<file path="config.mk">
export PLATFORM = sky130hd
export DESIGN_NAME = sorted_priority_queue_flat
export DESIGN_NICKNAME = d
export VERILOG_FILES = /design/src/hdl/spq_pkg.sv /design/src/hdl/spq_in_if.sv /design/src/hdl/spq_out_if.sv /design/src/hdl/spq_cell.sv /design/src/hdl/sorted_priority_queue.sv /design/src/flat_wrapper.sv
export SDC_FILE = /design/constraint.sdc
export NUM_CORES = 2
export LEC_CHECK = 0
export BUFFER_PORTS_ARGS = -buffer_cell sky130_fd_sc_hd__clkbuf_2
export CAP_MARGIN = 20
export CORE_UTILIZATION = 60
export DETAILED_ROUTE_END_ITERATION = 6
export PLACE_DENSITY_LB_ADDON = 0.2
export REMOVE_ABC_BUFFERS = 1
export SLEW_MARGIN = 20
export SYNTH_ARGS = -nofsm -noshare
export SYNTH_HDL_FRONTEND = slang
export SYNTH_SLANG_ARGS = --single-unit
</file>
<file path="constraint.sdc">
create_clock -name i_clk -period 7.1 [get_ports i_clk]
set_input_delay 0.355 -clock i_clk [delete_from_list [all_inputs] [get_ports i_clk]]
set_output_delay 0.355 -clock i_clk [all_outputs]
set_load 0.02 [all_outputs]
</file>
<file path="src/hdl/spq_pkg.sv">
// spq_pkg: shared types and constants for the sorted priority queue
// no dependencies
package spq_pkg;

    localparam int CAPACITY = 16;
    localparam int DATA_W   = 32;
    localparam int OCC_W    = 5;

    typedef enum logic {
        ACT_INSERT = 1'b0,
        ACT_REMOVE = 1'b1
    } t_action;

    typedef enum logic [1:0] {
        ST_OK    = 2'd0,
        ST_EMPTY = 2'd1,
        ST_FULL  = 2'd2
    } t_status;

    // broadcast to every cell of the chain
    typedef struct packed {
        logic                     ins;
        logic                     rem;
        logic signed [DATA_W-1:0] value;
    } t_cell_ctrl;

endpackage

</file>
<file path="src/hdl/spq_in_if.sv">
// spq_in_if: input channel of the sorted priority queue
// depends on spq_pkg
interface spq_in_if;
    logic                              valid;
    logic                              ready;
    spq_pkg::t_action                  action;
    logic signed [spq_pkg::DATA_W-1:0] new_value;

    modport source (output valid, output action, output new_value, input ready);
    modport sink   (input valid, input action, input new_value, output ready);
endinterface

</file>
<file path="src/hdl/spq_out_if.sv">
// spq_out_if: result channel of the sorted priority queue
// depends on spq_pkg
interface spq_out_if;
    logic                              valid;
    logic                              ready;
    logic signed [spq_pkg::DATA_W-1:0] removed_value;
    spq_pkg::t_status                  status;
    logic [spq_pkg::OCC_W-1:0]         occupancy;

    modport source (output valid, output removed_value, output status, output occupancy,
                    input ready);
    modport sink   (input valid, input removed_value, input status, input occupancy,
                    output ready);
endinterface

</file>
<file path="src/hdl/spq_cell.sv">
// spq_cell: one slot of the sorted chain, ascending from the rear of the queue
// depends on spq_pkg
module spq_cell (
    input  logic                              i_clk,
    input  spq_pkg::t_cell_ctrl               i_ctrl,
    input  logic                              i_valid,
    input  logic signed [spq_pkg::DATA_W-1:0] i_lower_value,
    input  logic                              i_lower_lt,
    input  logic signed [spq_pkg::DATA_W-1:0] i_upper_value,
    output logic signed [spq_pkg::DATA_W-1:0] o_value,
    output logic                              o_lt
);
    logic signed [spq_pkg::DATA_W-1:0] r_value;
    logic signed [spq_pkg::DATA_W-1:0] n_value;

    // stays in place on insert when strictly below the new value
    assign o_lt    = i_valid && (r_value < i_ctrl.value);
    assign o_value = r_value;

    always_comb begin
        n_value = r_value;
        if (i_ctrl.ins) begin
            if (o_lt) begin
                n_value = r_value;
            end else if (i_lower_lt) begin
                n_value = i_ctrl.value;
            end else begin
                n_value = i_lower_value;
            end
        end else if (i_ctrl.rem) begin
            n_value = i_upper_value;
        end
    end

    always_ff @(posedge i_clk) begin
        r_value <= n_value;
    end
endmodule

</file>
<file path="src/hdl/sorted_priority_queue.sv">
// sorted_priority_queue: bounded priority queue built as a chain of compare cells
// depends on spq_pkg, spq_in_if, spq_out_if, spq_cell
//
// usage:
//   i_in carries one item per handshake: action (insert or remove smallest) and
//   new_value. o_out returns exactly one item for every input item: the removed
//   value (zero unless a value was taken out), a status code (ok, remove from
//   empty, insert into full) and the occupancy after the step, low 5 bits.
//   every cell compares its value with the new value in parallel and moves data
//   one place toward its neighbor, so a whole step is one update of the chain.
//   o_out.valid rises in the cycle after the input handshake; throughput is one
//   item per cycle while the receiver does not stall the output register.
//   the result sits in an output register; a new item is taken while it waits
//   only if the receiver takes the pending one in the same cycle.
//   when the receiver stalls, o_out holds its item and i_in.ready drops.
//   cell 0 holds the smallest value (rear of the queue), so a remove always
//   reads cell 0 and shifts the chain down by one.
//   reset (synchronous, active low) empties the queue and the output register;
//   cell contents are not cleared, the count decides which cells hold data.
//   equal values: a new value lands nearer the rear than stored equals.
//
module sorted_priority_queue #(
    parameter int CAPACITY = spq_pkg::CAPACITY
) (
    input  logic      i_clk,
    input  logic      i_rst_n,
    spq_in_if.sink    i_in,
    spq_out_if.source o_out
);
    localparam int CNT_W = $clog2(CAPACITY + 1);

    logic [CNT_W-1:0] r_count;
    logic [CNT_W-1:0] n_count;

    // output register
    logic                              r_out_valid;
    logic signed [spq_pkg::DATA_W-1:0] r_removed;
    spq_pkg::t_status                  r_status;
    logic [spq_pkg::OCC_W-1:0]         r_occ;

    logic                              accept;
    logic                              full;
    logic                              empty;
    spq_pkg::t_cell_ctrl               ctrl;
    spq_pkg::t_status                  n_status;
    logic [CNT_W+spq_pkg::OCC_W-1:0]   occ_ext;

    logic                              cell_valid [CAPACITY];
    logic                              cell_lt    [CAPACITY];
    logic signed [spq_pkg::DATA_W-1:0] cell_value [CAPACITY];

    assign i_in.ready = !r_out_valid || o_out.ready;
    assign accept     = i_in.valid && i_in.ready;
    assign full       = (r_count == CNT_W'(CAPACITY));
    assign empty      = (r_count == '0);

    // control broadcast to all cells
    always_comb begin
        ctrl.ins   = accept && (i_in.action == spq_pkg::ACT_INSERT) && !full;
        ctrl.rem   = accept && (i_in.action == spq_pkg::ACT_REMOVE) && !empty;
        ctrl.value = i_in.new_value;
    end

    always_comb begin
        n_count  = r_count;
        n_status = spq_pkg::ST_OK;
        unique case (i_in.action)
            spq_pkg::ACT_INSERT: begin
                if (full) begin
                    n_status = spq_pkg::ST_FULL;
                end else begin
                    n_count = r_count + CNT_W'(1);
                end
            end
            spq_pkg::ACT_REMOVE: begin
                if (empty) begin
                    n_status = spq_pkg::ST_EMPTY;
                end else begin
                    n_count = r_count - CNT_W'(1);
                end
            end
            default: begin
                n_count  = r_count;
                n_status = spq_pkg::ST_OK;
            end
        endcase
    end

    // occupancy reported modulo 32
    assign occ_ext = {{spq_pkg::OCC_W{1'b0}}, n_count};

    // the chain: cell 0 is the rear (smallest), higher cells hold larger values
    for (genvar j = 0; j < CAPACITY; j++) begin : g_cell
        logic signed [spq_pkg::DATA_W-1:0] lower_value;
        logic                              lower_lt;
        logic signed [spq_pkg::DATA_W-1:0] upper_value;

        assign cell_valid[j] = (CNT_W'(j) < r_count);

        if (j == 0) begin : g_first
            assign lower_value = '0;
            assign lower_lt    = 1'b1;
        end else begin : g_mid
            assign lower_value = cell_value[j-1];
            assign lower_lt    = cell_lt[j-1];
        end

        if (j == CAPACITY - 1) begin : g_last
            assign upper_value = '0;
        end else begin : g_body
            assign upper_value = cell_value[j+1];
        end

        spq_cell u_cell (
            .i_clk         (i_clk),
            .i_ctrl        (ctrl),
            .i_valid       (cell_valid[j]),
            .i_lower_value (lower_value),
            .i_lower_lt    (lower_lt),
            .i_upper_value (upper_value),
            .o_value       (cell_value[j]),
            .o_lt          (cell_lt[j])
        );
    end

    always_ff @(posedge i_clk) begin
        if (!i_rst_n) begin
            r_count     <= '0;
            r_out_valid <= 1'b0;
        end else begin
            if (accept) begin
                r_count     <= n_count;
                r_out_valid <= 1'b1;
            end else if (o_out.ready) begin
                r_out_valid <= 1'b0;
            end
        end
    end

    // result payload
    always_ff @(posedge i_clk) begin
        if (accept) begin
            r_removed <= ctrl.rem ? cell_value[0] : '0;
            r_status  <= n_status;
            r_occ     <= occ_ext[spq_pkg::OCC_W-1:0];
        end
    end

    assign o_out.valid         = r_out_valid;
    assign o_out.removed_value = r_removed;
    assign o_out.status        = r_status;
    assign o_out.occupancy     = r_occ;
endmodule

</file>
<file path="src/flat_wrapper.sv">
// flat-port wrapper written by rule: the top's interface ports become plain ports
module sorted_priority_queue_flat 
#(
    parameter int CAPACITY = spq_pkg::CAPACITY
)
  (i_clk, i_rst_n, i_in_valid, i_in_action, i_in_new_value, i_in_ready, o_out_valid, o_out_removed_value, o_out_status, o_out_occupancy, o_out_ready);
  spq_in_if i_in_i ();
  spq_out_if o_out_i ();
  input  logic i_clk;
  input  logic i_rst_n;
  input wire logic [$bits(i_in_i.valid)-1:0] i_in_valid;
  input wire logic [$bits(i_in_i.action)-1:0] i_in_action;
  input wire logic [$bits(i_in_i.new_value)-1:0] i_in_new_value;
  output wire logic [$bits(i_in_i.ready)-1:0] i_in_ready;
  output wire logic [$bits(o_out_i.valid)-1:0] o_out_valid;
  output wire logic [$bits(o_out_i.removed_value)-1:0] o_out_removed_value;
  output wire logic [$bits(o_out_i.status)-1:0] o_out_status;
  output wire logic [$bits(o_out_i.occupancy)-1:0] o_out_occupancy;
  input wire logic [$bits(o_out_i.ready)-1:0] o_out_ready;
  assign i_in_i.valid = i_in_valid;
  assign i_in_i.action = i_in_action;
  assign i_in_i.new_value = i_in_new_value;
  assign i_in_ready = i_in_i.ready;
  assign o_out_valid = o_out_i.valid;
  assign o_out_removed_value = o_out_i.removed_value;
  assign o_out_status = o_out_i.status;
  assign o_out_occupancy = o_out_i.occupancy;
  assign o_out_i.ready = o_out_ready;
  sorted_priority_queue #(.CAPACITY(CAPACITY)) u_core (.i_clk(i_clk), .i_rst_n(i_rst_n), .i_in(i_in_i), .o_out(o_out_i));
endmodule
</file>
; ---- After elaboration in Yosys (flattened, before gate mapping)
; Index checks and enable logic that the tools add are counted.
[totals]
reg_bits = 557
in_bits = 37
output_inout_bits = 41
wordCells = 188
[op_classes]
addsub = 2
n_lt_le_gt_ge = 32
n_eq_ne = 17
n_mux = 71
bitwise = 1
reduce_logical = 44
[op_table]
columns = operator, count
row1 = $mux W32, 63
row2 = $lt A32 B32 Y1, 16
row3 = $lt A4 B5 Y1 const A, 8
row4 = $ne A2 B2 Y1 const B, 16
row5 = $reduce_and A2 Y1, 16
row6 = $logic_and A1 B1 Y1, 21
row7 = $lt A3 B5 Y1 const A, 4
row8 = $lt A1 B5 Y1 const A, 2
row9 = $lt A2 B5 Y1 const A, 2
row10 = $mux W5, 2
row11 = $pmux W5 S2, 1
row12 = $add A5 B1 Y5 const B, 1
row13 = $eq A5 B5 Y1 const B, 1
row14 = $logic_not A5 Y1, 1
row15 = $sub A5 B1 Y5 const B, 1
row16 = $pmux W2 S2, 1
row17 = $reduce_bool A2 Y1, 2
row18 = $logic_not A1 Y1, 3
row19 = $mux W1, 3
row20 = $mux W2, 1
row21 = $logic_or A1 B1 Y1, 1
row22 = $not A1 Y1, 1

; ---- Depth between registers and ports, before layout
[logic_depth]
word_depth = 7
mapped_depth = 12
depth_no_buf = 9

; ---- By module
; A second synthesis with hierarchy kept.
[hier_totals]
cells_unflattened = 4287
area_unflattened_um2 = 41088.2
[by_module_without_submodules]
columns = mod, instances, cells_each, area_per_inst_um2
row1 = spq_cell (u_core.g_cell[0].u_cell ...), 15, 257, 2429.8
row2 = spq_cell (u_core.g_cell[14].u_cell), 1, 256, 2423.6
row3 = sorted_priority_queue, 1, 176, 2217.1

; ---- Worst setup path after synthesis
; OpenSTA, ideal clock, no wires.
[synth_path]
path_kind = in2reg
start = input port i_in_new_value[30]
end = register u_core.g_cell[12].u_cell.r_value (netlist bit u_core.g_cell[12].u_cell.o_value[0]), enable pin
arrival_time_ns = 4.859
setup_slack_ns = 1.775
stages = 8
path_buffers = 2
cell_sequence = clkbuf_1 > inv_1 > ha_1 > nand4_1 > nor4_1 > clkbuf_1 > a211oi_1 > o21ai_0
[synth_via]
elab_chain_len = 4
[synth_lines]
columns = item, line_no
row1 = "start, declared", flat_wrapper.sv:13  ; input wire logic [$bits(i_in_i.new_value)-1:0] i_in_new_value;
row2 = $lt A32 B32 Y1, spq_cell.sv:17  ; assign o_lt = i_valid && (r_value < i_ctrl.value);
row3 = $logic_and A1 B1 Y1, spq_cell.sv:17
row4 = $ne A2 B2 Y1 (no source line), n/a
row5 = $reduce_and A2 Y1 (no source line), n/a
row6 = "end signal, assigned", spq_cell.sv:36  ; r_value <= n_value;
row7 = "end, declared", spq_cell.sv:13  ; logic signed [spq_pkg::DATA_W-1:0] r_value;
; Every way passes these cells.
; A chain may end at the register's enable or synchronous reset.

; ---- Worst setup path in the final report
[layout_path]
start = register u_core.r_count[0]
end = register u_core.g_cell[15].u_cell.r_value (netlist bit u_core.g_cell[15].u_cell.o_value[5]), data pin
[layout_via]
elab_chain_len = 5
elab_cells_between_ends = 8
[layout_lines]
columns = item, line_no
row1 = "start, declared", sorted_priority_queue.sv:32  ; logic [CNT_W-1:0] r_count;
row2 = "start signal, assigned", sorted_priority_queue.sv:132  ; r_count <= n_count;
row3 = $lt A4 B5 Y1, sorted_priority_queue.sv:98  ; assign cell_valid[j] = (CNT_W'(j) < r_count);
row4 = $logic_and A1 B1 Y1, spq_cell.sv:17
row5 = $mux W32, spq_cell.sv:25  ; end else if (i_lower_lt) begin
row6 = $mux W32, spq_cell.sv:23  ; if (o_lt) begin
row7 = $mux W32 (*), spq_cell.sv:22  ; if (i_ctrl.ins) begin
row8 = "end signal, assigned", spq_cell.sv:36
row9 = "end, declared", spq_cell.sv:13
; Every way passes the cells marked *; elsewhere a longest branch is shown, timed or not. The select of a mux whose other input is x is not followed.

==> impl_metrics.py <==
metrics = {
    "layout": {
        "fin_nets": 4578,
        "final_layout_size_suffix_gt1_share_pct": 9.40,
        "fill_cells": 5246,
        "syn_to_final_growth_pct": 8.11,
        "final_area_sq_mm": 0.0438,
    },
    "pwr": {
        "leakagePower_nw": 17.1,
        "p_per_area_mw_per_mm2": 232,
        "ir_worst_vdd_uv": 140,
    },
    "yosys": {
        "yosys-top-cells-count": "edfxtp_1, ha_1, nand2_1, nor2_1, a21oi_1",
        "async_flop_share_pct": 0,
        "syn_area_sq_mm": 0.0405,
        "synth-main-ff-cell": "edfxtp_1",
        "yosysWarningCount": 0,
        "synth.ff_latch_count": 557,
        "ys_seq_area_share_pct": 41.2,
        "synth.top_cells.by_area": "edfxtp_1, ha_1, nand2_1",
        "synth_most_common_cell": "edfxtp_1",
        "synth_top_area_share_pct": 40.9,
        "syn_area_per_cell_sq_um": 9.83,
        "ys_types": 75,
        "synth_top_cell_by_area": "edfxtp_1",
        "synth-edff-count": 551,
        "netlist_instances": 4116,
    },
    "setup_path": {
        "worstPathArrival_ns": 5.41,
        "crit_path_start_kind": "flip-flop",
        "crit_buf_inv": 3,
        "worstReg2RegEnd": "u_core.g_cell[15].u_cell.o_value[5]",
        "cp_max_fo": 194,
        "endpoint_kind": "flip-flop",
        "path_cells": "inv_1 -> ha_1 -> nand2_1 -> nor3_1 -> nor3_2 -> buf_12 -> buf_12 -> nand2_1 -> mux2i_1",
        "reg2reg_from": "u_core.r_count[0]",
        "cp_slowest_stage_delay_ns": 0.80,
        "regToRegSetupSlack_ns": 2.16,
        "critical_path.top_delay_family": "buffers and inverters",
        "cp.required_ns": 7.56,
        "worstSetupPathType": "reg2reg",
        "cpMaxStageDelayCell": "dfxtp_1",
        "ff2ff_path_depth": 9,
    },
    "sta": {
        "drv_slew": 0,
        "max-slew-margin-rel_pct": 17.8,
        "skew_ns": 0.0256,
        "max_freq_mhz": 202,
        "fin_setup_tns_ns": 0,
        "fin_crit_sh_pct": 69.6,
        "setup_viol": 0,
        "final_hold_viol_count": 0,
        "fin_crit_ns": 4.94,
        "worst_pin_slew_ns": 1.23,
        "rsz0062_at_grt": "false",
    },
    "worst_hold_path": {
        "min_path_cells": 2,
        "hold_start": "i_rst_n",
        "hp-class": "in2reg",
        "hold_end": "u_core.r_count[3]",
    },
    "routing": {
        "drc": 2,
        "wire_per_inst_um": 27.6,
        "finalWirelength_mm": 137,
        "drt-initial-drc-count": 6454,
        "highest_layer": "met4",
        "dr.pass1.iters": 7,
        "route.met2.wl_mm": 54.2,
        "viasPerCell": 7.27,
        "vias": 36100,
        "met1_length_mm": 56.3,
        "postRouteAntennaNets": 0,
        "wl_met3_mm": 22.2,
    },
    "clocking": {
        "cts_made_buffers": 68,
        "clkTransAtPathRegs_ns": 0.06,
        "post_cts_buffers": 0,
        "cts_hold_buf": 1,
        "cts_buffer_depth": 3,
        "clk_latency_ns": 0.63,
        "cts_sinks": 557,
        "cts_root_buf": "clkbuf_16",
        "ctsResizeCount": 0,
        "cts_tree": "yes",
        "h-tree-depth": 3,
    },
    "placement": {
        "hpwl_mm": 101,
        "port_buffers": 77,
        "gp_congestion": 1.01,
        "dpl-instance-area_sq_mm": 0.0416,
    },
    "global_routing": {
        "grt_pass1_vias": 32700,
        "grt-ovfl-total": 0,
        "grt_start_max_net_pins": 195,
        "grt_pass1_wl_mm": 204,
        "grt_use_total_pct": 39.4,
        "antenna_found_initial": 5,
    },
    "floorplan": {
        "core_area_sq_mm": 0.0662,
        "die_width_um": 262,
        "num_rows": 94,
        "start_util_pct": 61.1,
        "pin_count": 78,
        "die_height_um": 262,
        "die-area_sq_mm": 0.0685,
    },
    "run_status": {
        "outcome": "finished, violations left",
        "violations": "DRC",
    },
    "flow_run": {
        "maxCapViolations": 0,
    },
}
-- sequential cells by signal (all words and copies together), names as in the netlist --
name	cells
u_core.g_cell.u_cell.o_value	512
u_core.o_out.occupancy	5
u_core.r_count	5
u_core.o_out.removed_value	32
u_core.o_out.valid	1
u_core.o_out.status	2
-- how the worst max path moves through the flow --
stage / startpoint / to / cells after the start
finish: u_core.r_count[0] / u_core.g_cell[15].u_cell.o_value[5] / 9
detailed placement: i_in_new_value[31] / u_core.g_cell[1].u_cell.o_value[5] / 10
CTS: u_core.r_count[0] / u_core.g_cell[12].u_cell.o_value[7] / 9
global route: u_core.r_count[0] / u_core.g_cell[12].u_cell.o_value[27] / 9
global placement: i_in_new_value[26] / u_core.g_cell[1].u_cell.o_value[4] / 10
floorplan: u_core.r_count[0] / u_core.g_cell[5].u_cell.o_value[0] / 7
-- per-layer routing --
metal | vias up | global-route usage, %
met4 | 0 | 14.2
met2 | 2766 | 52.8
met5 | - | 0
met3 | 252 | 11.1
met1 | 17100 | 59.6
li1 | 16000 | -
-- stage by stage --
step	total power [W]	std cells	utilization, %	hold slack (ns)	setup slack (ns)
after floorplan	0.00603	3789	-	0.483	-38.39
after global placement	0.00664	4831	62.7	0.521	2.39
after detailed placement	0.00670	4833	62.8	0.539	2.41
after CTS	0.0101	4956	66.0	0.0313	2.51
after global routing	0.0105	4962	66.1	0.0701	2.17
final	0.0102	4965	66.1	0.0499	2.16
-- layout by cell type, fill, tap and decap left out, types with 66 or more instances in the layout --
master / count
buf_4: 97
clkbuf_2: 77
nand4_1: 137
nand2_1: 436
inv_1: 106
nor3_1: 210
o22ai_1: 98
a221o_1: 99
o21ai_0: 112
a221oi_1: 75
o31ai_1: 66
a211oi_1: 181
a21o_1: 89
nor2_1: 354
ha_1: 499
a31oi_1: 72
a21oi_1: 226
edfxtp_1: 551
clkbuf_16: 70
-- final cells by class --
cell class / instances / area (sq um) / area share (%)
flip-flops and latches: 557 / 16700 / 38.1
diodes: 7 / 17.5 / 0.0400
multi-input cells: 3125 / 22200 / 50.7
clock buffers: 90 / 1830 / 4.18
repair buffers: 183 / 1290 / 2.95
well taps: 864 / 1080 / 2.47
clock inverters: 32 / 272 / 0.621
inverters: 107 / 402 / 0.918
-- where the power goes --
part	internal (W)	switching, W
logic	0.000818	0.00146
clock network	0.00196	0.00144
registers	0.00410	0.000378
total	0.00688	0.00328
-- kinds of logic after synthesis --
family,synth area share [%]
DFF,41.2
AOI/OAI and AO/OA,22.0
muxes,0.872
buffers and inverters,4.65
and+or+nand+nor,15.8
adders and majority gates,15.4
xor gates and xnor gates,0.0216
No activity file was read; power rests on OpenSTA's default activity.
